==> src/rtl/erf_pkg.sv <==
// Shared types and constants of the epoch replay filter.
// Used by every module of the block; depends on nothing.
`timescale 1ns / 1ps
package erf_pkg;

  localparam int TableEntries = 1024;
  localparam int KeyBytes     = 16;
  localparam int SlotW        = $clog2(TableEntries);
  localparam int HomeW        = 10;
  localparam int KeyW         = 64;
  localparam int EpochW       = 32;
  localparam int NumTables    = 3;
  localparam int TblW         = 2;
  localparam int QueueDepth   = 4;
  localparam int QPtrW        = $clog2(QueueDepth);

  localparam logic [TblW-1:0] RoleOld  = 2'd0;
  localparam logic [TblW-1:0] RoleCur  = 2'd1;
  localparam logic [TblW-1:0] RoleNext = 2'd2;

  typedef enum logic [2:0] {
    V_FRESH  = 3'd0,
    V_REPLAY = 3'd1,
    V_EPOCH  = 3'd2,
    V_LENGTH = 3'd3,
    V_FULL   = 3'd4
  } verdict_e;

  typedef enum logic [2:0] {
    ST_INIT,
    ST_IDLE,
    ST_READ,
    ST_CHECK,
    ST_CLEAR,
    ST_DONE
  } erf_state_e;

  // One classified item as it travels from the front to the back.
  typedef struct packed {
    logic              is_epoch;
    logic              probe;
    verdict_e          verdict;
    logic [TblW-1:0]   tbl;
    logic [SlotW-1:0]  home;
    logic [KeyW-1:0]   key;
    logic [EpochW-1:0] cur_epoch;
  } erf_cmd_t;

  typedef struct packed {
    logic init_busy;
  } erf_status_t;

  // The home slot is reduced to the table range by keeping its low bits.
  function automatic logic [SlotW-1:0] home_to_slot(input logic [HomeW-1:0] home);
    logic [SlotW+HomeW-1:0] wide;
    wide = {{SlotW{1'b0}}, home};
    return wide[SlotW-1:0];
  endfunction

endpackage

==> src/rtl/erf_front.sv <==
// Front end: accepts items, checks length and epoch, tracks epoch numbers
// and the table rotation, and queues classified commands. Depends on erf_pkg.
`timescale 1ns / 1ps
module erf_front import erf_pkg::*; (
  input  logic               clk_i,
  input  logic               rst_ni,
  input  logic               in_valid_i,
  output logic               in_ready_o,
  input  logic               op_i,
  input  logic [EpochW-1:0]  epoch_tag_i,
  input  logic [15:0]        key_length_i,
  input  logic [HomeW-1:0]   home_slot_i,
  input  logic [31:0]        key_high_i,
  input  logic [31:0]        key_low_i,
  input  erf_status_t        status_i,
  input  logic               q_full_i,
  output logic               push_o,
  output erf_cmd_t           cmd_o
);

  logic [EpochW-1:0] old_q, old_d, cur_q, cur_d, next_q, next_d;
  logic [TblW-1:0]   rot_q [NumTables];
  logic [TblW-1:0]   rot_d [NumTables];

  assign in_ready_o = !q_full_i && !status_i.init_busy;
  assign push_o     = in_valid_i && in_ready_o;

  always_comb begin
    old_d  = old_q;
    cur_d  = cur_q;
    next_d = next_q;
    rot_d  = rot_q;
    cmd_o.is_epoch  = op_i;
    cmd_o.probe     = 1'b0;
    cmd_o.verdict   = V_FRESH;
    cmd_o.tbl       = rot_q[RoleOld];
    cmd_o.home      = home_to_slot(home_slot_i);
    cmd_o.key       = {key_high_i, key_low_i};
    cmd_o.cur_epoch = cur_q;
    if (op_i) begin
      // The freed old table becomes the next table and is cleared behind.
      rot_d[RoleOld]  = rot_q[RoleCur];
      rot_d[RoleCur]  = rot_q[RoleNext];
      rot_d[RoleNext] = rot_q[RoleOld];
      old_d  = cur_q;
      cur_d  = next_q;
      next_d = next_q + 1'b1;
      cmd_o.cur_epoch = next_q;
    end else if (key_length_i != 16'(KeyBytes)) begin
      cmd_o.verdict = V_LENGTH;
    end else if (epoch_tag_i == old_q) begin
      cmd_o.probe = 1'b1;
      cmd_o.tbl   = rot_q[RoleOld];
    end else if (epoch_tag_i == cur_q) begin
      cmd_o.probe = 1'b1;
      cmd_o.tbl   = rot_q[RoleCur];
    end else if (epoch_tag_i == next_q) begin
      cmd_o.probe = 1'b1;
      cmd_o.tbl   = rot_q[RoleNext];
    end else begin
      cmd_o.verdict = V_EPOCH;
    end
  end

  always_ff @(posedge clk_i or negedge rst_ni) begin
    if (!rst_ni) begin
      old_q  <= 32'd0;
      cur_q  <= 32'd1;
      next_q <= 32'd2;
      rot_q[RoleOld]  <= 2'd0;
      rot_q[RoleCur]  <= 2'd1;
      rot_q[RoleNext] <= 2'd2;
    end else if (push_o) begin
      old_q  <= old_d;
      cur_q  <= cur_d;
      next_q <= next_d;
      rot_q  <= rot_d;
    end
  end

endmodule

==> config.mk <==
export PLATFORM = sky130hd
export DESIGN_NAME = erf_front
export DESIGN_NICKNAME = d
export VERILOG_FILES = /design/src/rtl/erf_pkg.sv /design/src/rtl/erf_front.sv
export SDC_FILE = /design/constraint.sdc
export NUM_CORES = 1
export LEC_CHECK = 0
export BUFFER_PORTS_ARGS = -buffer_cell sky130_fd_sc_hd__buf_2
export CORE_MARGIN = 4
export CORE_UTILIZATION = 49
export DETAILED_ROUTE_END_ITERATION = 10
export GPL_ROUTABILITY_DRIVEN = 0
export PLACE_DENSITY = 0.8
export SETUP_SLACK_MARGIN = 0.05
export SLEW_MARGIN = 10
export SYNTH_ARGS = -nofsm -noshare
export SYNTH_HDL_FRONTEND = slang
export SYNTH_SLANG_ARGS = --single-unit
==> constraint.sdc <==
create_clock -name clk_i -period 5.7 [get_ports clk_i]
set_input_delay 0.855 -clock clk_i [delete_from_list [all_inputs] [get_ports clk_i]]
set_output_delay 0.855 -clock clk_i [all_outputs]
set_load 0.005 [all_outputs]
Word level (Yosys, flattened, before mapping):

Cells that the tools add are included.

* logic and storage cells: 30
* register bits: 102
* output and inout bits: 115

* equality and inequality tests: 4
* $add $sub $neg: 1
* reductions and logical operators: 5
* muxes and demuxes: 14

Operators by type and width (count)
* == test 32 bit: 3
* adder 32 x 1 -> 32 bit, second input constant: 1
* two-way mux 32 bit: 1
* two-way mux 2 bit: 8
* != test 16 x 5 -> 1 bit, second input constant: 1
* two-way mux 6 bit: 1
* two-way mux 1 bit: 4
* logical AND 1 bit: 2
* zero test 1 bit: 2
* AND reduction 2 bit: 1

Depth between registers and ports, before layout:

Gate-level depths: netlist (run 1).

* depth after elaboration: 6
* depth in mapped cells: 8
* gate-level depth less buffers: 6

Worst setup path before layout (run 1):

No wires, ideal clock.

* path kind: input-to-output
* start point: in epoch_tag_i[18]
* end point: out cmd_o[106] in the netlist's numbering
* data arrival time: 2032 ps
* required time: 4845 ps
* path slack: 2813 ps
* stages on the path: 6
* cells stage by stage: xnor2_1 nand4_1 nor4_1 nand2_1 a21bo_2 a22oi_1

RTL lines
* start, declared: RTL line erf_front.sv:10 `input logic [EpochW-1:0] epoch_tag_i,`
* end, declared: RTL line erf_front.sv:18 `output erf_cmd_t cmd_o`

==> flow_summary.ini, run 1 <==
[run_status]
outcome = finished, final reports clean

[clock_network]
cts_resized = 0
clk_latency_ps = 350
clock_path_buffers = 2
cts_root_buf = clkbuf_16
post_cts_buffers = 0
cts_buffers = 9
cts.htree.levels = 3
clock_sinks = 102
clk_pin_slew_worst_paths_ps = 60
cts_hold_buffers = 0
cts_tree = done

[route]
ant_nets = 0
wl_met3_microns = 1520
wl_met2_microns = 8260
drt_pre_antenna_iters = 5
wl_met1_microns = 6180
vias = 4091
post_drt_wl_per_cell_microns = 22.9
dr.max_layer_used = met4
viasPerCell = 5.63
wl_microns = 16600
drt_iter0_drc = 323
drc = 0

[synthesis]
ys_seq_area_frac = 0.415
synth-seq-cells = 102
synth_area_leaders = dfrtp_1, mux2_2, xnor2_1
synth_area_leader_cell = dfrtp_1
synthMostInstantiatedCell = xnor2_1
yosys.area.top_type_share = 0.397
yosys_warnings = 0
yosysUniqueCellTypes = 38
synth_nets = 668
syn_inst = 539
syn_area_sq_um = 6170
synthTopCellsByCount = xnor2_1, mux2_2, dfrtp_1
synthArstFlopShare = 1.00
synthFlopType = dfrtp_1
synth-edff-count = 0
avgSynthCellArea_sq_um = 11.4

[placement]
io_buffer_count = 93
placed_area_sq_um = 6220
hpwl_microns = 12900

[setup_path]
cp-end-kind = output pin
crit_type = in -> out
crit_required_ps = 4850
critPathMaxStageDelay_ps = 740
path_max_fanout = 3
path_buf_inv = 2
start_kind = primary input
critPathTopFamily = simple AND/OR/NAND/NOR gates
cp_common_cell = buf_2
arrival_ps = 2880
path_cells = buf_2, xnor2_1, nand4_1, nor4_1, nand2_1, a21bo_2, a22oi_1, buf_2
crit_slowest_cell = nor4_1

[layout]
n_fill_cell = 1048
n_antenna_cell = 0
regArea_sq_um = 2560
final_cell_area_sq_um = 6570
drive_gt1_frac = 0.409
multi_input_comb_area_sq_um = 2950
fin_nets = 682
area_growth_pct = 6.49

[die]
ios = 243
coreArea_sq_um = 12200
die_y_microns = 120
rows = 40
die_area_sq_um = 14500
start_util = 0.507
die_w_microns = 120

[timing]
clock_skew_ps = 7.53
fmax_ghz = 0.268
max_slew_margin = 0.374
tightest_slew_ps = 939
rsz0062_at_grt = false
drv_slew = 0
hold_viol = 0
setup_viol = 0
setup_tns_ps = 0
fin_crit_sh = 0.655
finalCriticalPeriod_ps = 3730

[power]
power_frac_comb = 0.143
p_sw_frac = 0.257
clkPwrFrac = 0.393
vdd_drop_max_uv = 167
power_switching_uw = 469
power_leakage_uw = 0.00297
cellPowerDensity_nw_per_um2 = 277
p_int_uw = 1350
sequentialPowerShare = 0.464

[grt]
grtUsageTotal = 0.233
overflow = 0
grt_pass1_wl_microns = 25200
antenna_found_initial = 0
grt_pass1_vias = 4235
grt_max_degree = 58

[min_path]
hp-class = in -> async

[run]
cap_violations = 0
-- path summary, 6_finish.rpt --
path	from	end	slack [ps]	depth (start not counted)
hold / removal	rst_ni	rot_q[0]	500	1
min in group clk_i	rot_q[4]	rot_q[0]	510	1
setup reg to reg	next_q[11]	next_q[25]	3650	6
setup / recovery	epoch_tag_i[12]	cmd_o[106]	1970	8
hold reg to reg	rot_q[4]	rot_q[0]	510	1
max in group asynchronous	rst_ni	next_q[14]	4010	2
-- layout by cell type, fill, tap and decap left out, types with 3 or more instances in the layout --
cell,Yosys,routed
xnor2_1,119,119
mux2_2,101,101
dfrtp_1,98,98
buf_2,5,92
nand4_1,30,30
nand2_1,21,21
nor4_1,9,9
and3_1,9,9
clkbuf_16,0,9
nand3_1,8,8
xor2_1,6,6
nor2_1,5,5
dfstp_2,4,4
buf_4,76,4
inv_1,3,3
nor3_1,3,3
bufinv_16,0,3
-- cells by family (layout without fill, tap and decap cells) --
| family | after synthesis | count (layout) | synth area share |
|---|---|---|---|
| fa+ha+maj | 1 | 1 | 0.00203 |
| flops | 102 | 102 | 0.415 |
| other cells | 1 | 1 | 0.000608 |
| compound gates | 8 | 8 | 0.00831 |
| buf+inv | 96 | 115 | 0.107 |
| xor+xnor | 127 | 127 | 0.183 |
| simple gates | 101 | 101 | 0.0973 |
| mux | 103 | 103 | 0.188 |
-- metal layers --
| layer | vias up | global-route usage |
|---|---|---|
| met5 | - | 0 |
| met4 | 0 | 0.109 |
| met3 | 59 | 0.0645 |
| met2 | 213 | 0.391 |
| met1 | 2030 | 0.278 |
| li1 | 1789 | - |
-- layout make-up --
type,instances,area share
multi-input combinational,341,0.449
sequential,102,0.389
timing repair buffer,96,0.0747
clock buffer,9,0.0343
tap,168,0.0320
clock inverter,7,0.0187
inverter,3,0.00171
-- registers in the layout (all words and copies together) (netlist names) --
register  cells
rot_q         6
old_q        32
cur_q        32
next_q       32
-- per-stage QoR --
stage	setup slack [ps]	power, uW	std cells	hold WS (ps)	util
2_1_floorplan	2810	1040	539	467	-
3_3_place_gp	1880	1110	710	490	0.512
3_5_place_dp	1820	1120	710	494	0.512
4_1_cts	1990	1830	726	508	0.540
5_1_grt	1880	1890	726	540	0.540
6_report	1970	1820	726	500	0.540
-- power groups by stage --
stage / registers [uW] / clock network [uW] / logic (uW)
final: 846 / 716 / 260
after global routing: 853 / 758 / 284
after CTS: 846 / 722 / 262
after detailed placement: 859 / 0 / 261
after global placement: 854 / 0 / 253
after floorplan: 835 / 0 / 208
(Power assumes the default switching activity.)
==> run 2: changes to the inputs <==
--- a/config.mk
+++ b/config.mk
@@ -7,10 +7,10 @@
 export LEC_CHECK = 0
 export BUFFER_PORTS_ARGS = -buffer_cell sky130_fd_sc_hd__buf_2
 export CORE_MARGIN = 4
-export CORE_UTILIZATION = 49
+export CORE_UTILIZATION = 45
 export DETAILED_ROUTE_END_ITERATION = 10
 export GPL_ROUTABILITY_DRIVEN = 0
-export PLACE_DENSITY = 0.8
+export PLACE_DENSITY = 0.78
 export SETUP_SLACK_MARGIN = 0.05
 export SLEW_MARGIN = 10
 export SYNTH_ARGS = -nofsm -noshare
==> constraint.sdc (replaced) <==
create_clock -name clk_i -period 3.4 [get_ports clk_i]
set_input_delay 0.51 -clock clk_i [delete_from_list [all_inputs] [get_ports clk_i]]
set_output_delay 0.51 -clock clk_i [all_outputs]
set_load 0.005 [all_outputs]
==> run 2 against run 1 <==
Compared with the run above:
- die area increased by 8.3%
- power increased by 54%
- cell count increased by 1.7%
- clock power increased by 34%
- critical path type is now reg -> out
- highest routed layer is now met5
- via count decreased by 1.1%
- largest power group unchanged
- utilization decreased by 5.1 points
- first-iteration DRC count decreased by 27%
- worst setup slack got worse by 1700 ps
==> flow_summary.ini, run 2 (synthesized netlist as in run 1, its figures left out) <==
[run_status]
outcome = finished, final reports clean

[die]
coreArea_sq_um = 13300
start_util = 0.462
die_area_sq_um = 15600
die_w_microns = 125
rows = 42
die_y_microns = 125
ios = 243

[setup_path]
crit_required_ps = 2890
cp-end-kind = output pin
crit_type = reg -> out
arrival_ps = 2610
path_max_fanout = 5
start_kind = flop

[timing]
hold_viol = 0
setup_viol = 0
fmax_ghz = 0.321
whs_ps = 351
fin_ws_ps = 283
setup_tns_ps = 0
fin_crit_sh = 0.917
finalCriticalPeriod_ps = 3120
clock_skew_ps = 6.95
drv_slew = 0
tightest_slew_ps = 1060
max_slew_margin = 0.296
rsz0062_at_grt = false

[run]
cap_violations = 0

[layout]
area_growth_pct = 5.86
n_antenna_cell = 0
fin_nets = 686
final_cell_mix = xnor2_1, mux2_2, dfrtp_1
layout_commonest_cell = xnor2_1
n_fill_cell = 1211
reg_top3 = cur_q: 32 flops, next_q: 32 flops, old_q: 32 flops
drive_gt1_frac = 0.406
fin_util = 0.489

[clock_network]
clk_latency_ps = 350
clock_sinks = 102
cts_buffers = 9
cts_tree = done
clock_path_buffers = 2
clk_pin_slew_worst_paths_ps = 70
cts_root_buf = clkbuf_16
cts.htree.levels = 3
cts_hold_buffers = 0

[grt]
grt_pass1_wl_microns = 25600
antenna_found_initial = 0
grt_max_degree = 86
grtUsageTotal = 0.213
overflow = 0
grt_pass1_vias = 4339

[power]
p_sw_frac = 0.265
power_uw = 2810
power_switching_uw = 746
power_frac_comb = 0.156
sequentialPowerShare = 0.503
vdd_drop_max_uv = 245
clkPwrFrac = 0.340
cellPowerDensity_nw_per_um2 = 430
power_leakage_uw = 0.00295
p_int_uw = 2070

[route]
drc = 0
ant_nets = 0
drt_iter0_drc = 236
drt_pre_antenna_iters = 6
post_drt_wl_per_cell_microns = 22.3
viasPerCell = 5.49
vias = 4048
wl_microns = 16400

[placement]
hpwl_microns = 13100
io_buffer_count = 93
place_ws_ps = 468

[min_path]
hp-class = in -> async
==> run 2: metrics by stage <==
stage	instance area, sq um	cells
finish	6530	738
global route	6530	738
CTS	6530	738
detailed placement	6260	722
global placement	6260	722
floorplan	6170	539
==> run 2: path summary, 6_finish.rpt <==
path	cells after the start	slack [ps]	end	from
min reg2reg	1	510	rot_q[0]	rot_q[4]
min in group clk_i	1	510	rot_q[0]	rot_q[4]
max	8	280	cmd_o[106]	next_q[29]
min	1	350	old_q[20]	rst_ni
max in group asynchronous	2	2180	cur_q[29]	rst_ni
max reg2reg	6	1290	next_q[31]	next_q[11]
==> run 2: layer usage <==
metal  track usage  part of all wire
met1         0.251              0.38
met2         0.348              0.49
met3        0.0729             0.083
met4        0.0963             0.036
met5        0.0310            0.0027
==> run 2: repair_timing <==
item                       CTS  global route
resized for setup            0             1
setup endpoints to repair    0             2
setup buffers                0             0
==> run 2: cell type report <==
| type | count | area, sq um | share of cell area |
|---|---|---|---|
| clock buffer | 15 | 258 | 0.0395 |
| sequential | 102 | 2560 | 0.392 |
| tap | 176 | 220 | 0.0337 |
| inverter | 3 | 11.3 | 0.00172 |
| timing repair buffer | 100 | 520 | 0.0797 |
| multi-input combinational | 341 | 2960 | 0.453 |
| clock inverter | 1 | 5.00 | 0.000766 |
==> run 2: critical path, cell delays in order, from the launching register on <==
cell     delay, ps
dfrtp_1        440
xnor2_1        270
nand4_1        170
nor4_1         500
buf_4          210
nand2_1         80
a21bo_2        250
a22oi_1        190
buf_2          150
==> run 2: power by group through the flow <==
stage,clock (uW),sequential (uW),combinational [uW]
after detailed placement,0,1440,441
after floorplan,0,1400,349
final,957,1410,440
after global routing,1020,1430,480
after global placement,0,1430,431
after CTS,969,1410,443
==> run 3: changes to the inputs <==
--- a/config.mk
+++ b/config.mk
@@ -5,12 +5,12 @@
 export SDC_FILE = /design/constraint.sdc
 export NUM_CORES = 1
 export LEC_CHECK = 0
-export BUFFER_PORTS_ARGS = -buffer_cell sky130_fd_sc_hd__buf_2
 export CORE_MARGIN = 4
-export CORE_UTILIZATION = 45
+export CORE_UTILIZATION = 49
 export DETAILED_ROUTE_END_ITERATION = 10
+export DONT_BUFFER_PORTS = 1
 export GPL_ROUTABILITY_DRIVEN = 0
-export PLACE_DENSITY = 0.78
+export PLACE_DENSITY = 0.66
 export SETUP_SLACK_MARGIN = 0.05
 export SLEW_MARGIN = 10
 export SYNTH_ARGS = -nofsm -noshare
==> run 3 against run 2 <==
Compared with the run above:
- sequential power about the same
- non-clock buffer count is 94 lower
- cell count fell by 14%
- via count decreased by 11%
- worst setup slack improved by 160 ps
- clock-buffer cell count down 4
- first-iteration DRC count increased by 6.4%
- cell area decreased by 6.8%
==> flow_summary.ini, run 3 (synthesized netlist as in run 1, its figures left out) <==
[grt]
overflow = 0
grt_pass1_wl_microns = 24800
grt_pass1_vias = 3745
grtUsageTotal = 0.234
grt_max_degree = 99
antenna_found_initial = 0

[run_status]
outcome = finished, final reports clean

[timing]
setup_viol = 0
setup_tns_ps = 0
rsz0062_at_grt = false
fin_crit_sh = 0.871
finalCriticalPeriod_ps = 2960
fmax_ghz = 0.338
drv_slew = 0
tightest_slew_ps = 661
hold_viol = 0
clock_skew_ps = 6.12
max_slew_margin = 0.559

[setup_path]
cp-end-kind = output pin
path_max_fanout = 6
start_kind = flop
r2r_setup_slack_ps = 1320
arrival_ps = 2450
crit_required_ps = 2890
rr_worst_depth = 6
crit_type = reg -> out

[die]
die_area_sq_um = 14500
die_w_microns = 120
die_y_microns = 120
ios = 243
rows = 40
start_util = 0.507
coreArea_sq_um = 12200

[layout]
final_cell_mix = xnor2_1, mux2_2, dfrtp_1
fin_cells = 635
reg_top3 = cur_q: 32 flops, next_q: 32 flops, old_q: 32 flops
fin_nets = 592
drive_gt1_frac = 0.289
layout_commonest_cell = xnor2_1
n_fill_cell = 1075
area_growth_pct = -1.30
n_antenna_cell = 0

[clock_network]
clock_path_buffers = 2
cts_resized = 0
cts_root_buf = clkbuf_16
cts.htree.levels = 3
clock_sinks = 102
clk_pin_slew_worst_paths_ps = 70
cts_buffers = 9
cts_tree = done
clk_latency_ps = 350

[run]
cap_violations = 0

[route]
drt_iter0_drc = 251
ant_nets = 0
wl_microns = 17000
drc = 0
post_drt_wl_per_cell_microns = 26.8
vias = 3610
viasPerCell = 5.69
drt_pre_antenna_iters = 4

[placement]
io_buffer_count = 0
dp_cells = 618
hpwl_microns = 13300

[power]
power_leakage_uw = 0.00255
cellPowerDensity_nw_per_um2 = 458
vdd_drop_max_uv = 323

[min_path]
hp-class = in -> async
[run 3: worst paths after layout]
| check | from | to |
|---|---|---|
| hold reg to reg | rot_q[3] | rot_q[5] |
| setup / recovery | next_q[6] | cmd_o[106] |
| hold / removal | rst_ni | cur_q[10] |
| min in group clk_i | op_i | cur_q[31] |
| max in group asynchronous | rst_ni | rot_q[2] |
| setup reg to reg | next_q[11] | next_q[31] |
[run 3: metrics by stage]
step / util / setup slack (ps) / hold WS, ps / total power (uW) / instance area, sq um
after detailed placement: 0.474 / 722 / 220 / 1760 / 5760
after global placement: 0.474 / 735 / 219 / 1750 / 5760
after floorplan: - / 1200 / 214 / 1750 / 6170
final: 0.501 / 440 / 58.8 / 2790 / 6090
after global routing: 0.501 / 285 / 110 / 2910 / 6090
after CTS: 0.501 / 364 / 112 / 2820 / 6090
[run 3: area by class of cell]
class,instances,area (sq um),share of cell area
flip-flops and latches,102,2560,0.420
clock inverters,4,47.5,0.00781
clock buffers,11,243,0.0399
repair buffers,6,67.6,0.0111
inverters,3,11.3,0.00185
multi-input cells,341,2950,0.485
well taps,168,210,0.0345
[run 3: where the power goes]
group | switching [uW] | leakage [uW] | internal [uW]
clock | 444 | 0.000141 | 584
sequential | 90.6 | 0.00140 | 1320
combinational | 162 | 0.00101 | 190
[run 3: metal layers]
layer | vias to the layer above | track usage | share of wire
li1 | 1629 | - | -
met1 | 1799 | 0.261 | 0.35
met4 | 0 | 0.0779 | 0.024
met2 | 153 | 0.397 | 0.51
met5 | - | 0.00735 | 0
met3 | 29 | 0.106 | 0.12
[run 3: timing repair]
item,4_1_cts,5_1_grt
hold buffers,2,0
setup buffers,0,0
hold endpoints to repair,98,0
[run 3: critical path, stage by stage, from the launching register on]
cell	delay, ps
dfrtp_1	450
xnor2_1	330
nand4_1	180
nor4_1	480
nand2_1	180
a21bo_2	250
a22oi_1	230
