<file path="src/rtl/erf_pkg.sv">
// Shared types and constants of the epoch replay filter.
// Used by every module of the block; depends on nothing.
`timescale 1ns / 1ps
package erf_pkg;

  localparam int TableEntries = 1024;
  localparam int KeyBytes     = 16;
  localparam int SlotW        = $clog2(TableEntries);
  localparam int HomeW        = 10;
  localparam int KeyW         = 64;
  localparam int EpochW       = 32;
  localparam int NumTables    = 3;
  localparam int TblW         = 2;
  localparam int QueueDepth   = 4;
  localparam int QPtrW        = $clog2(QueueDepth);

  localparam logic [TblW-1:0] RoleOld  = 2'd0;
  localparam logic [TblW-1:0] RoleCur  = 2'd1;
  localparam logic [TblW-1:0] RoleNext = 2'd2;

  typedef enum logic [2:0] {
    V_FRESH  = 3'd0,
    V_REPLAY = 3'd1,
    V_EPOCH  = 3'd2,
    V_LENGTH = 3'd3,
    V_FULL   = 3'd4
  } verdict_e;

  typedef enum logic [2:0] {
    ST_INIT,
    ST_IDLE,
    ST_READ,
    ST_CHECK,
    ST_CLEAR,
    ST_DONE
  } erf_state_e;

  // One classified item as it travels from the front to the back.
  typedef struct packed {
    logic              is_epoch;
    logic              probe;
    verdict_e          verdict;
    logic [TblW-1:0]   tbl;
    logic [SlotW-1:0]  home;
    logic [KeyW-1:0]   key;
    logic [EpochW-1:0] cur_epoch;
  } erf_cmd_t;

  typedef struct packed {
    logic init_busy;
  } erf_status_t;

  // The home slot is reduced to the table range by keeping its low bits.
  function automatic logic [SlotW-1:0] home_to_slot(input logic [HomeW-1:0] home);
    logic [SlotW+HomeW-1:0] wide;
    wide = {{SlotW{1'b0}}, home};
    return wide[SlotW-1:0];
  endfunction

endpackage

</file>
<file path="src/rtl/erf_queue.sv">
// Small command queue between the classifying front and the table back end.
// Depends on erf_pkg.
`timescale 1ns / 1ps
module erf_queue import erf_pkg::*; (
  input  logic     clk_i,
  input  logic     rst_ni,
  input  logic     push_i,
  input  erf_cmd_t push_data_i,
  output logic     full_o,
  input  logic     pop_i,
  output erf_cmd_t head_o,
  output logic     empty_o
);

  erf_cmd_t         slots_q [QueueDepth];
  logic [QPtrW-1:0] wr_ptr_q, wr_ptr_d;
  logic [QPtrW-1:0] rd_ptr_q, rd_ptr_d;
  logic [QPtrW:0]   count_q, count_d;

  assign full_o  = (count_q == (QPtrW+1)'(QueueDepth));
  assign empty_o = (count_q == '0);
  assign head_o  = slots_q[rd_ptr_q];

  always_comb begin
    wr_ptr_d = push_i ? wr_ptr_q + 1'b1 : wr_ptr_q;
    rd_ptr_d = pop_i ? rd_ptr_q + 1'b1 : rd_ptr_q;
    count_d  = count_q + (QPtrW+1)'(push_i) - (QPtrW+1)'(pop_i);
  end

  always_ff @(posedge clk_i or negedge rst_ni) begin
    if (!rst_ni) begin
      wr_ptr_q <= '0;
      rd_ptr_q <= '0;
      count_q  <= '0;
    end else begin
      wr_ptr_q <= wr_ptr_d;
      rd_ptr_q <= rd_ptr_d;
      count_q  <= count_d;
    end
  end

  always_ff @(posedge clk_i) begin
    if (push_i) begin
      slots_q[wr_ptr_q] <= push_data_i;
    end
  end

endmodule

</file>
<file path="config.mk">
export PLATFORM = sky130hd
export DESIGN_NAME = erf_queue
export DESIGN_NICKNAME = d
export VERILOG_FILES = /design/src/rtl/erf_pkg.sv /design/src/rtl/erf_queue.sv
export SDC_FILE = /design/constraint.sdc
export NUM_CORES = 1
export LEC_CHECK = 0
export BUFFER_PORTS_ARGS = -buffer_cell sky130_fd_sc_hd__buf_2
export CAP_MARGIN = 20
export CORE_ASPECT_RATIO = 0.7
export CORE_UTILIZATION = 55
export CTS_BUF_LIST = sky130_fd_sc_hd__clkbuf_2 sky130_fd_sc_hd__clkbuf_4 sky130_fd_sc_hd__clkbuf_8
export DETAILED_ROUTE_END_ITERATION = 12
export HOLD_SLACK_MARGIN = 0.03
export PLACE_DENSITY = 0.77
export SLEW_MARGIN = 20
export SYNTH_ARGS = -nofsm -noshare
export SYNTH_HDL_FRONTEND = slang
export SYNTH_SLANG_ARGS = --single-unit
</file>
<file path="constraint.sdc">
create_clock -name clk_i -period 11.57 [get_ports clk_i]
set_input_delay 0.5785 -clock clk_i [delete_from_list [all_inputs] [get_ports clk_i]]
set_output_delay 0.5785 -clock clk_i [all_outputs]
set_load 0.05 [all_outputs]
</file>
; ---- Word level (Yosys, flattened, before mapping)
; Memories as Yosys holds them, arrays and structs flattened.
; Index checks and enable logic that the tools add are counted.
[word_totals]
word_cells = 12
output_inout_bits = 115
reg_bits = 7
n_memories = 1
mem_bits_rw = 452
[mem_list]
columns = memory, depth, word_bits, rd, rd_ports_with_merged_regs, wr, line_no
row1 = slots_q, 4, 113, 1, 0, 1, erf_queue.sv:15  ; erf_cmd_t slots_q [QueueDepth];
[classes]
n_eq_ne = 1
muxes = 2
reduce_logical = 1
n_addsub = 4
[ops]
columns = cell, n
row1 = adder 2 x 1 -> 2 bit (second input constant), 2
row2 = adder 3 x 1 -> 3 bit, 1
row3 = equality test 3 bit (second input constant), 1
row4 = logical NOT 3 bit, 1
row5 = subtractor 3 x 1 -> 3 bit, 1
row6 = 2-to-1 mux 1 bit, 2

; ---- Logic depth before layout (Yosys ltp)
; Gate-level depths: netlist of run 1.
[depth]
ltp_word = 2
depth_mapped = 7
mapped_depth_nobuf = 7

; ---- Least setup slack after synthesis of run 1
; Ideal clock, no wire load.
[synth_path]
path_kind = register -> register
from = register wr_ptr_q[0]
to = memory slots_q[0][0] (netlist bit) (enable)
path_stages_with_launch = 4
period_less_slack_ns = 3.707
setup_slack_ns = 7.863
n_path_buf = 0
arrival_ns = 3.223
t_required_ns = 11.085
path_cell_list = dfrtp_1 -> inv_1 -> ha_1 -> and2_1
[synth_lines]
columns = element, line_no
row1 = from (decl), erf_queue.sv:16  ; logic [QPtrW-1:0] wr_ptr_q, wr_ptr_d;
row2 = from (signal assigned), erf_queue.sv:36  ; wr_ptr_q <= wr_ptr_d;
row3 = to (decl), erf_queue.sv:15
; No word-level cell before the write port.

==> reports/results.txt, run 1 <==
Hold depth = 1
Register area share after synthesis = 0.824
Hold path start = push_data_i[112]
Setup slack after layout = 7.84 ns
Place WS = 8.34 ns
Via density = 5.44
Largest net degree at the start of global routing = 65
CTS max path bufs = 3
Post-CTS Setup Inserts = 0
Combinational power share = 0.378
Reg2Reg Setup Slack = 8.93 ns
Synth Instances = 625
GRT Total Usage = 0.195
Nets@finish = 1,032
FF-to-FF End = slots_q[1][72]
Leakage power = 6.68 nW
Ys Warns = 0
Sw Pwr = 2.22 mW
Most common cell after layout, fill and taps aside = edfxtp_1
Hold Path Sink = slots_q[2][112]
# DRC = 0
Seq pwr share = 0.410
Max Cap Viol = 0
Clock Skews = 0.0196 ns
Synth unique cells = 17
Syn nets = 749
First-pass GRT wire length = 44,600 um
Slew Viols, Final = 0
GRT Residual Overflow = 0
Slew HR = 0.342
RSZ-0062 raised after global routing = no
CP max stage cell = dfrtp_4
IO buf count = 231
Post-synthesis area per instance = 26.7 um^2
TritonCTS buffer count = 67
DRT Pass-1 Iters = 4
Initial core utilization = 0.568
Total length of routed wires = 29,400 um
Critical path class = reg2out
Most frequent cells in the layout = 452 x edfxtp_1, 231 x buf_2, 113 x mux4_2
Least-Margin Pin Slew = 0.986 ns
Final period util = 0.322
Post-DR wirelength/cell = 21.6 um
Post-route antenna net violation count = 0
Min Tclk post-route = 3.73 ns
Slowest stage delay, CP = 1.01 ns
Critical path required time = 10.99 ns
Vias = 7,414
Die footprint = 0.0310 mm^2
IO Pins = 232
Status = finished clean
CTS H-tree depth = 3
DPL Wire Length = 17,200 um
Crit-path max FO = 62
Crit end category = primary output
Layout cells sized above 1 = 0.482
Final Setup Violations = 0
Post-cts sizing count = 0
Clock tree root buffer cell = clkbuf_8
Die width = 210 um
Core ar. = 0.0293 mm^2
Worst r2r src = wr_ptr_q[1]
Worst-path cell chain = buf_4 > mux4_2 > buf_2
DRT iter0 DRCs = 605
Fin area = 0.0195 mm^2
Clock latency on the worst-skew pair = 0.59 ns
Post-route setup TNS = 0 ns
CTS tree = yes
Initial antenna violation count = 7
Flops & latches, synth = 459
Clock Power Share = 0.212
CTS Sinks = 459
Fmax = 268 MHz
Peak VDD IR = 0.000190 V
Clk slew on worst S/H paths = 0.06 ns
Internal power = 3.44 mW
CP arrival = 3.15 ns
Worst hold slack = 0.203 ns
Worst hold path type = in2reg
Vias in the first global route = 7,881
Tot Pwr = 5.66 mW
Synthesized cell area = 0.0167 mm^2
Routability cong. = 0.717
Sw frac = 0.392
Area Overhead vs Synth = 17.0%
Die height = 148 um
# rows = 52
Reg2Reg Depth = 4
Hold Vio Cnt, Final = 0
Startpoint Class = flip-flop
Pwr/cell area = 290 mW/mm^2
DP Area = 0.0182 mm^2
per-stage QoR:
step            util  instances
6_report       0.665       1363
5_1_grt        0.665       1361
4_1_cts        0.664       1360
3_5_place_dp   0.621       1242
3_3_place_gp   0.621       1242
2_1_floorplan      -        625
power groups by stage:
| stage | sequential (mW) | clock [mW] | combinational, mW |
|---|---|---|---|
| detailed placement | 2.36 | 0 | 2.16 |
| finish | 2.32 | 1.20 | 2.14 |
| floorplan | 2.28 | 0 | 1.79 |
| global route | 2.35 | 1.30 | 2.25 |
| global placement | 2.35 | 0 | 2.14 |
| CTS | 2.32 | 1.24 | 2.17 |
flip-flops by register name (all words and copies together), names as in the netlist:
signal and flops:
count_q 3, rd_ptr_q 2, wr_ptr_q 2, slots_q 452
synth_stat cells (all sizes together):
cell type / count / share of area
xnor2: 3 / 0.0016
fa: 1 / 0.0012
nor3: 1 / 0.00030
inv: 6 / 0.0014
ha: 6 / 0.0045
o21ai: 1 / 0.00030
and2: 4 / 0.0015
xor2: 2 / 0.0011
and3: 1 / 0.00038
nand2: 2 / 0.00045
buf: 22 / 0.0094
edfxtp: 452 / 0.81
clkbuf: 4 / 0.00090
dfrtp: 7 / 0.011
mux4: 113 / 0.15
per-layer routing:
| layer | part of all wire | vias to the layer above | wire length (um) | GRT usage |
|---|---|---|---|---|
| met3 | 0.084 | 50 | 2480 | 0.0765 |
| met4 | 0.017 | 6 | 501 | 0.0653 |
| met2 | 0.48 | 224 | 14000 | 0.299 |
| met1 | 0.42 | 3862 | 12400 | 0.261 |
| li1 | - | 3272 | - | - |
| met5 | 0.0013 | - | 37 | 0 |
cells by family (layout without fill, tap and decap cells):
logic type | Yosys count | after routing | share of synthesized area
AOI/OAI and AO/OA | 1 | 1 | 0.000300
xor gates and xnor gates | 5 | 5 | 0.00263
adders and majority gates | 7 | 7 | 0.00570
buffers and inverters | 32 | 363 | 0.0116
DFF | 459 | 459 | 0.824
muxes | 113 | 113 | 0.153
other | 0 | 2 | 0
and+or+nand+nor | 8 | 8 | 0.00263
layout make-up:
type | count | area [um^2]
Antenna cell | 2 | 5.00
Clock buffer | 92 | 1120
Clock inverter | 25 | 126
Fill cell | 1843 | 9830
Inverter | 6 | 22.5
Multi-Input combinational cell | 134 | 2740
Sequential cell | 459 | 13800
Tap cell | 405 | 507
Timing Repair Buffer | 240 | 1240
worst max path at each step:
stage,depth (start not counted),slack [ns],from,endpoint
3_3_place_gp,3,8.35,rd_ptr_q[0],head_o[43]
5_1_grt,4,7.65,rd_ptr_q[0],head_o[35]
2_1_floorplan,3,7.86,wr_ptr_q[0],slots_q[0][0]
3_5_place_dp,3,8.34,rd_ptr_q[0],head_o[60]
4_1_cts,3,7.68,rd_ptr_q[0],head_o[60]
6_report,3,7.84,rd_ptr_q[1],head_o[60]
worst max-delay path, delay by kind of cell, from the launching register on:
kind	cells	cell delay, ns
muxes	1	0.42
buffers and inverters	2	0.96
DFF	1	1.01
timing repair:
action / in CTS / in global routing
hold buffers: 1 / 0
endpoints found under the hold margin: 7 / 0
endpoints found under the setup margin: 0 / 0
(Power assumes the default switching activity.)
==> run 2: changes to the inputs <==
--- a/config.mk
+++ b/config.mk
@@ -5,6 +5,7 @@
 export SDC_FILE = /design/constraint.sdc
 export NUM_CORES = 1
 export LEC_CHECK = 0
+export ABC_AREA = 1
 export BUFFER_PORTS_ARGS = -buffer_cell sky130_fd_sc_hd__buf_2
 export CAP_MARGIN = 20
 export CORE_ASPECT_RATIO = 0.7
@@ -12,7 +13,7 @@
 export CTS_BUF_LIST = sky130_fd_sc_hd__clkbuf_2 sky130_fd_sc_hd__clkbuf_4 sky130_fd_sc_hd__clkbuf_8
 export DETAILED_ROUTE_END_ITERATION = 12
 export HOLD_SLACK_MARGIN = 0.03
-export PLACE_DENSITY = 0.77
+export PLACE_DENSITY = 0.79
 export SLEW_MARGIN = 20
 export SYNTH_ARGS = -nofsm -noshare
 export SYNTH_HDL_FRONTEND = slang
==> constraint.sdc (replaced) <==
create_clock -name clk_i -period 3.35 [get_ports clk_i]
set_input_delay 0.1675 -clock clk_i [delete_from_list [all_inputs] [get_ports clk_i]]
set_output_delay 0.1675 -clock clk_i [all_outputs]
set_load 0.05 [all_outputs]
==> run 2 against run 1 <==
Sequential share of layout area fell by 12 points. Setup slack worse by 7.3 ns. Critical path depth up 2. Worst hold slack better by 0.12 ns. Clock-buffer cell count did not move. Register-to-register slack got worse by 7.6 ns. Utilization increased by 1.0 points. Via count grew 77%. Combinational power grew to 4.8 times the previous value. Critical path type unchanged. Critical endpoint is now head_o[47]. Largest power group is now combinational cells. Highest routed layer is now met4.
==> reports/results.txt, run 2 <==
Yosys top cell by area = edfxtp_1 (unchanged)
Ys Warns = 0 (unchanged)
Nets@finish = 2,308 (was 1,032)
CP arrival = 2.63 ns (was 3.15 ns)
Reg2Reg Depth = 5 (was 4)
Routability cong. = 0.776 (was 0.717)
Critical path required time = 3.18 ns (was 10.99 ns)
Register area share after synthesis = 0.708 (was 0.824)
Largest Register = slots_q (unchanged)
Least-Margin Pin Slew = 1.16 ns (was 0.986 ns)
Initial antenna violation count = 2 (was 7)
Cell with the most instances after synthesis = nand2_1 (was edfxtp_1)
Post-route antenna net violation count = 0 (unchanged)
DPL Wire Length = 23,200 um (was 17,200 um)
Clock Skews = 0.0218 ns (was 0.0196 ns)
Final Setup Violations = 0 (unchanged)
Post-synth EDFFs = 452 (unchanged)
Status = finished clean (unchanged)
Critical path class = reg2out (unchanged)
Largest net degree at the start of global routing = 229 (was 65)
IO Pins = 232 (unchanged)
Post-synthesis area per instance = 10.7 um^2 (was 26.7 um^2)
# rows = 57 (was 52)
Synth unique cells = 16 (was 17)
Clock tree root buffer cell = clkbuf_8 (unchanged)
Tot Pwr = 22.4 mW (was 5.66 mW)
Clk slew on worst S/H paths = 0.06 ns (about the same)
Most common cell after layout, fill and taps aside = nand2_1 (was edfxtp_1)
Worst hold slack = 0.321 ns (was 0.203 ns)
Clock latency on the worst-skew pair = 0.60 ns (was 0.59 ns)
Vias = 13,200 (was 7,414)
Synth top area share = 0.699 (was 0.814)
Synth top area cells = edfxtp_1 70%, nand2_1 11%, inv_1 9.0% (was edfxtp_1 81%, mux4_2 15%, dfrtp_1 1.1%)
TritonCTS buffer count = 70 (was 67)
Largest register FFs = 452 (unchanged)
CTS max path bufs = 3 (unchanged)
Slowest stage delay, CP = 0.65 ns (was 1.01 ns)
Area Overhead vs Synth = 20.8% (was 17.0%)
DRT iter0 DRCs = 1,198 (was 605)
CTS Sinks = 459 (unchanged)
Top_reg_cell synth = edfxtp_1 (unchanged)
GRT Residual Overflow = 0 (unchanged)
Max Cap Viol = 0 (unchanged)
Vias in the first global route = 13,300 (was 7,881)
Total length of routed wires = 42,400 um (was 29,400 um)
RSZ-0062 raised after global routing = no (unchanged)
Pwr/cell area = 954 mW/mm^2 (was 290 mW/mm^2)
Top cells by count, synth = 576 x nand2_1, 464 x inv_1, 452 x edfxtp_1 (was 452 x edfxtp_1, 113 x mux4_2, 14 x buf_2)
Peak VDD IR = 0.000956 V (was 0.000190 V)
Layout cells sized above 1 = 0.164 (was 0.482)
Startpoint Class = flip-flop (unchanged)
CP max stage cell = buf_12 (was dfrtp_4)
Hold depth = 2 (was 1)
Die width = 227 um (was 210 um)
DRT Pass-1 Iters = 5 (was 4)
Flops & latches, synth = 459 (unchanged)
Leakage power = 11.0 nW (was 6.68 nW)
Via density = 4.85 (was 5.44)
Post-cts sizing count = 0 (unchanged)
CTS H-tree depth = 3 (unchanged)
Initial core utilization = 0.559 (was 0.568)
Final period util = 0.835
Synth Instances = 1,817 (was 625)
Syn nets = 1,941 (was 749)
CTS tree = yes (unchanged)
Die footprint = 0.0361 mm^2 (was 0.0310 mm^2)
Die height = 159 um (was 148 um)
Largest registers = slots_q (452), count_q (3) (unchanged)
Hold Vio Cnt, Final = 0 (unchanged)
Area of the multi-input gates = 0.00343 mm^2 (was 0.00274 mm^2)
Core ar. = 0.0347 mm^2 (was 0.0293 mm^2)
GRT Total Usage = 0.240 (was 0.195)
Fmax = 358 MHz
Synthesized cell area = 0.0194 mm^2 (was 0.0167 mm^2)
Most frequent cells in the layout = 576 x nand2_1, 460 x inv_1, 452 x edfxtp_1 (was 452 x edfxtp_1, 231 x buf_2, 113 x mux4_2)
Min Tclk post-route = 2.80 ns
# DRC = 0 (unchanged)
Fill count = 2,401 (was 1,843)
Post-route setup TNS = 0 ns (unchanged)
Worst hold path type = in2reg (unchanged)
Worst-path cell chain = buf_12 > nand2_1 > nand3_1 > nand2_1 > buf_2 (was buf_4 > mux4_2 > buf_2)
IO buf count = 231 (unchanged)
Ys async rst share = 0.0153 (unchanged)
Slew HR = 0.228 (was 0.342)
Most used cell, CP = nand2_1
First-pass GRT wire length = 66,900 um (was 44,600 um)
Post-DR wirelength/cell = 15.7 um (was 21.6 um)
Crit-path max FO = 228 (was 62)
Crit end category = primary output (unchanged)
FF+latch area = 0.0138 mm^2 (unchanged)
Slew Viols, Final = 0 (unchanged)
==> run 2: final timing paths <==
check	from	end	slack [ns]
worst max-delay path	rd_ptr_q[0]	head_o[47]	0.55
worst min-delay path	push_data_i[71]	slots_q[2][71]	0.32
worst max register to register	wr_ptr_q[0]	slots_q[2][89]	1.31
worst min register to register	wr_ptr_q[0]	wr_ptr_q[0]	0.54
max in group asynchronous	rst_ni	rd_ptr_q[1]	2.50
min in group asynchronous	rst_ni	wr_ptr_q[1]	0.56
==> run 2: cells by family (layout without fill, tap and decap cells) <==
kind of cell / Yosys count / in the layout / share of synthesized area
AOI/OAI and AO/OA: 1 / 1 / 0.000257
xor gates and xnor gates: 3 / 3 / 0.00135
adders and majority gates: 7 / 7 / 0.00490
buffers and inverters: 542 / 960 / 0.115
DFF: 459 / 459 / 0.708
other: 0 / 2 / 0
and+or+nand+nor: 805 / 805 / 0.170
==> run 2: through the flow <==
stage               cell area [um^2]  std cells  setup slack, ns   util
floorplan                      19400       1817           0.0159      -
global route                   23500       2709            0.430  0.675
global placement               21000       2467             1.33  0.604
detailed placement             21000       2467             1.29  0.604
CTS                            23500       2707            0.631  0.675
finish                         23500       2709            0.553  0.675
==> run 2: what timing repair did <==
item                                   in CTS  in global routing
endpoints found under the hold margin     464                  0
setup buffers                               0                  0
hold buffers                              117                  0
==> run 2: critical path: cells and delay by family, from the launching register on <==
kind	cells	cell delay (ns)
buffers and inverters	2	0.87
flip-flops	1	0.45
AND/OR/NAND/NOR	3	0.40
==> run 2: report_power, final <==
part	internal (mW)	total, mW	switching, mW
Sequential	7.51	7.80	0.286
Clock	2.23	4.31	2.07
Combinational	2.25	10.3	8.02
Total	12.0	22.4	10.4
==> run 2: routing by layer <==
| layer | track usage | routed length, um | vias to the layer above |
|---|---|---|---|
| met2 | 0.408 | 21400 | 457 |
| met1 | 0.303 | 17500 | 6211 |
| met3 | 0.0515 | 2750 | 71 |
| li1 | - | - | 6411 |
| met4 | 0.0826 | 818 | 0 |
| met5 | 0 | 0 | - |
==> run 2: cell type report <==
type                       count  share of cell area
clock buffer                  92              0.0489
inverter                     466              0.0753
timing repair buffer         371               0.111
sequential                   459               0.586
antenna                        2            0.000213
tap                          472              0.0252
clock inverter                31             0.00619
multi-input combinational    816               0.146
==> run 3: changes to the inputs <==
--- a/config.mk
+++ b/config.mk
@@ -13,7 +13,7 @@
 export CTS_BUF_LIST = sky130_fd_sc_hd__clkbuf_2 sky130_fd_sc_hd__clkbuf_4 sky130_fd_sc_hd__clkbuf_8
 export DETAILED_ROUTE_END_ITERATION = 12
 export HOLD_SLACK_MARGIN = 0.03
-export PLACE_DENSITY = 0.79
+export PLACE_DENSITY = 0.76
 export SLEW_MARGIN = 20
 export SYNTH_ARGS = -nofsm -noshare
 export SYNTH_HDL_FRONTEND = slang
==> constraint.sdc (replaced) <==
create_clock -name clk_i -period 2.8 [get_ports clk_i]
set_input_delay 0.14 -clock clk_i [delete_from_list [all_inputs] [get_ports clk_i]]
set_output_delay 0.14 -clock clk_i [all_outputs]
set_load 0.05 [all_outputs]
==> run 3 against run 2 <==
First-iteration DRC count decreased by 17%. Clock-buffer cell count increased by 1. Sequential share of layout area decreased by 0.27 points. Clock skew increased by 0.0042 ns. Wire length decreased by 2.1%. Cell count unchanged. Die area unchanged. Cell area increased by 0.46%. Via count decreased by 0.50%. Utilization increased by 0.31 points. Largest power group unchanged.
==> reports/results.txt, run 3 (synthesized netlist as in run 2, its figures left out) <==
Status = finished clean (unchanged)
TritonCTS buffer count = 69 (was 70)
IO buf count = 231 (unchanged)
Final period util = 0.887
Core ar. = 0.0347 mm^2 (unchanged)
Largest net degree at the start of global routing = 125 (was 229)
# DRC = 0 (unchanged)
Leakage power = 11.0 nW (about the same)
First-pass GRT wire length = 66,400 um (was 66,900 um)
CTS Sinks = 459 (unchanged)
Hold Vio Cnt, Final = 0 (unchanged)
Post-DR wirelength/cell = 15.3 um (was 15.7 um)
Fmax = 403 MHz
Vias in the first global route = 13,300 (about the same)
Post-route setup TNS = 0 ns (unchanged)
Slew Viols, Final = 0 (unchanged)
Max Cap Viol = 0 (unchanged)
Clock tree root buffer cell = clkbuf_8 (unchanged)
Critical Path End = head_o[109] (was head_o[47])
Nets@finish = 2,301 (was 2,308)
# rows = 57 (unchanged)
Total length of routed wires = 41,500 um (was 42,400 um)
Worst r2r src = wr_ptr_q[0] (unchanged)
Most common cell after layout, fill and taps aside = nand2_1 (unchanged)
Initial antenna violation count = 5 (was 2)
Startpoint Class = flip-flop (unchanged)
Peak VDD IR = 0.00110 V (was 0.000956 V)
Crit-path max FO = 35 (was 228)
Slew HR = 0.406 (was 0.228)
Final Setup Violations = 0 (unchanged)
Post-route antenna net violation count = 0 (unchanged)
Clk slew on worst S/H paths = 0.07 ns (was 0.06 ns)
Reg2Reg Setup Slack = 0.82 ns (was 1.31 ns)
Pwr/cell area = 1150 mW/mm^2 (was 954 mW/mm^2)
CTS max path bufs = 3 (unchanged)
Most frequent cells in the layout = 576 x nand2_1, 460 x inv_1, 452 x edfxtp_1 (unchanged)
CP arrival = 2.34 ns (was 2.63 ns)
GRT Total Usage = 0.236 (was 0.240)
Hold depth = 2 (unchanged)
Via density = 4.83 (was 4.85)
Least-Margin Pin Slew = 0.890 ns (was 1.16 ns)
Crit end category = primary output (unchanged)
DRT Pass-1 Iters = 5 (unchanged)
Post-cts sizing count = 0 (unchanged)
Routability cong. = 0.751 (was 0.776)
Initial core utilization = 0.559 (unchanged)
Reg2Reg Depth = 5 (unchanged)
Tot Pwr = 27.1 mW (was 22.4 mW)
Worst hold path type = in2reg (unchanged)
Vias = 13,100 (was 13,200)
DPL Wire Length = 22,500 um (was 23,200 um)
Layout cells sized above 1 = 0.163 (was 0.164)
Area Overhead vs Synth = 21.3% (was 20.8%)
Largest register FFs = 452 (unchanged)
Fin util = 0.678 (was 0.675)
Min Tclk post-route = 2.48 ns
Clock Skews = 0.0260 ns (was 0.0218 ns)
Fill count = 2,485 (was 2,401)
Crit. Startpoint = rd_ptr_q[0] (unchanged)
Critical path required time = 2.66 ns (was 3.18 ns)
GRT Residual Overflow = 0 (unchanged)
Die width = 227 um (unchanged)
CTS tree = yes (unchanged)
Largest Register = slots_q (unchanged)
DRT iter0 DRCs = 999 (was 1,198)
Clock latency on the worst-skew pair = 0.61 ns (was 0.60 ns)
Critical path class = reg2out (unchanged)
RSZ-0062 raised after global routing = no (unchanged)
IO Pins = 232 (unchanged)
Die footprint = 0.0361 mm^2 (unchanged)
Largest registers = slots_q (452), count_q (3) (unchanged)
Die height = 159 um (unchanged)
FF-to-FF End = slots_q[0][58] (was slots_q[2][89])
CTS H-tree depth = 3 (unchanged)
Post-CTS Setup Inserts = 0 (unchanged)
==> run 3: worst max-delay path, cell delays in order (launching register included) <==
cell     delay, ns
dfrtp_4       0.53
inv_6         0.26
buf_4         0.43
nand2_1       0.12
nand3_1       0.11
nand2_1       0.06
buf_2         0.21
==> run 3: area by class of cell <==
cell class                 count  area [um^2]  share of cell area
antenna                        5         12.5            0.000531
multi-input combinational    816         3430               0.146
sequential                   459        13800               0.584
timing repair buffer         365         2620               0.111
clock inverter                33          246              0.0105
inverter                     466         1770              0.0752
clock buffer                  93         1140              0.0482
tap                          472          591              0.0251
==> run 3: how the worst min path moves through the flow <==
stage	from	to
after floorplan	rst_ni	count_q[0]
after global placement	rst_ni	wr_ptr_q[0]
after detailed placement	rst_ni	wr_ptr_q[0]
after CTS	push_data_i[89]	slots_q[1][89]
after global routing	push_data_i[38]	slots_q[3][38]
final	push_data_i[73]	slots_q[3][73]
==> run 3: per-stage QoR <==
| step | cell area [um^2] | hold slack (ns) | cells | setup WS [ns] |
|---|---|---|---|---|
| finish | 23600 | 0.285 | 2709 | 0.317 |
| global route | 23600 | 0.241 | 2709 | 0.144 |
| CTS | 23600 | 0.216 | 2704 | 0.268 |
| detailed placement | 21000 | -0.0149 | 2461 | 0.821 |
| global placement | 21000 | -0.0155 | 2461 | 0.849 |
| floorplan | 19400 | -0.156 | 1817 | 0.0196 |
==> run 3: per-layer routing <==
layer | global-route usage | share of wire | vias up
met1 | 0.302 | 0.41 | 6182
li1 | - | - | 6395
met5 | 0 | 0 | -
met4 | 0.0826 | 0.019 | 0
met2 | 0.396 | 0.49 | 442
met3 | 0.0543 | 0.072 | 65
==> run 3: power breakdown <==
group / switching [mW] / total [mW] / leakage (nW) / internal, mW
sequential: 0.315 / 9.31 / 4.23 / 8.99
clock: 2.54 / 5.48 / 0.723 / 2.94
combinational: 9.58 / 12.3 / 6.02 / 2.73
total: 12.4 / 27.1 / 11.0 / 14.7
==> run 3: what timing repair did <==
action                                 4_1_cts  5_1_grt
setup endpoints to repair                    0        0
hold buffers                               117        0
endpoints found under the hold margin      464        0
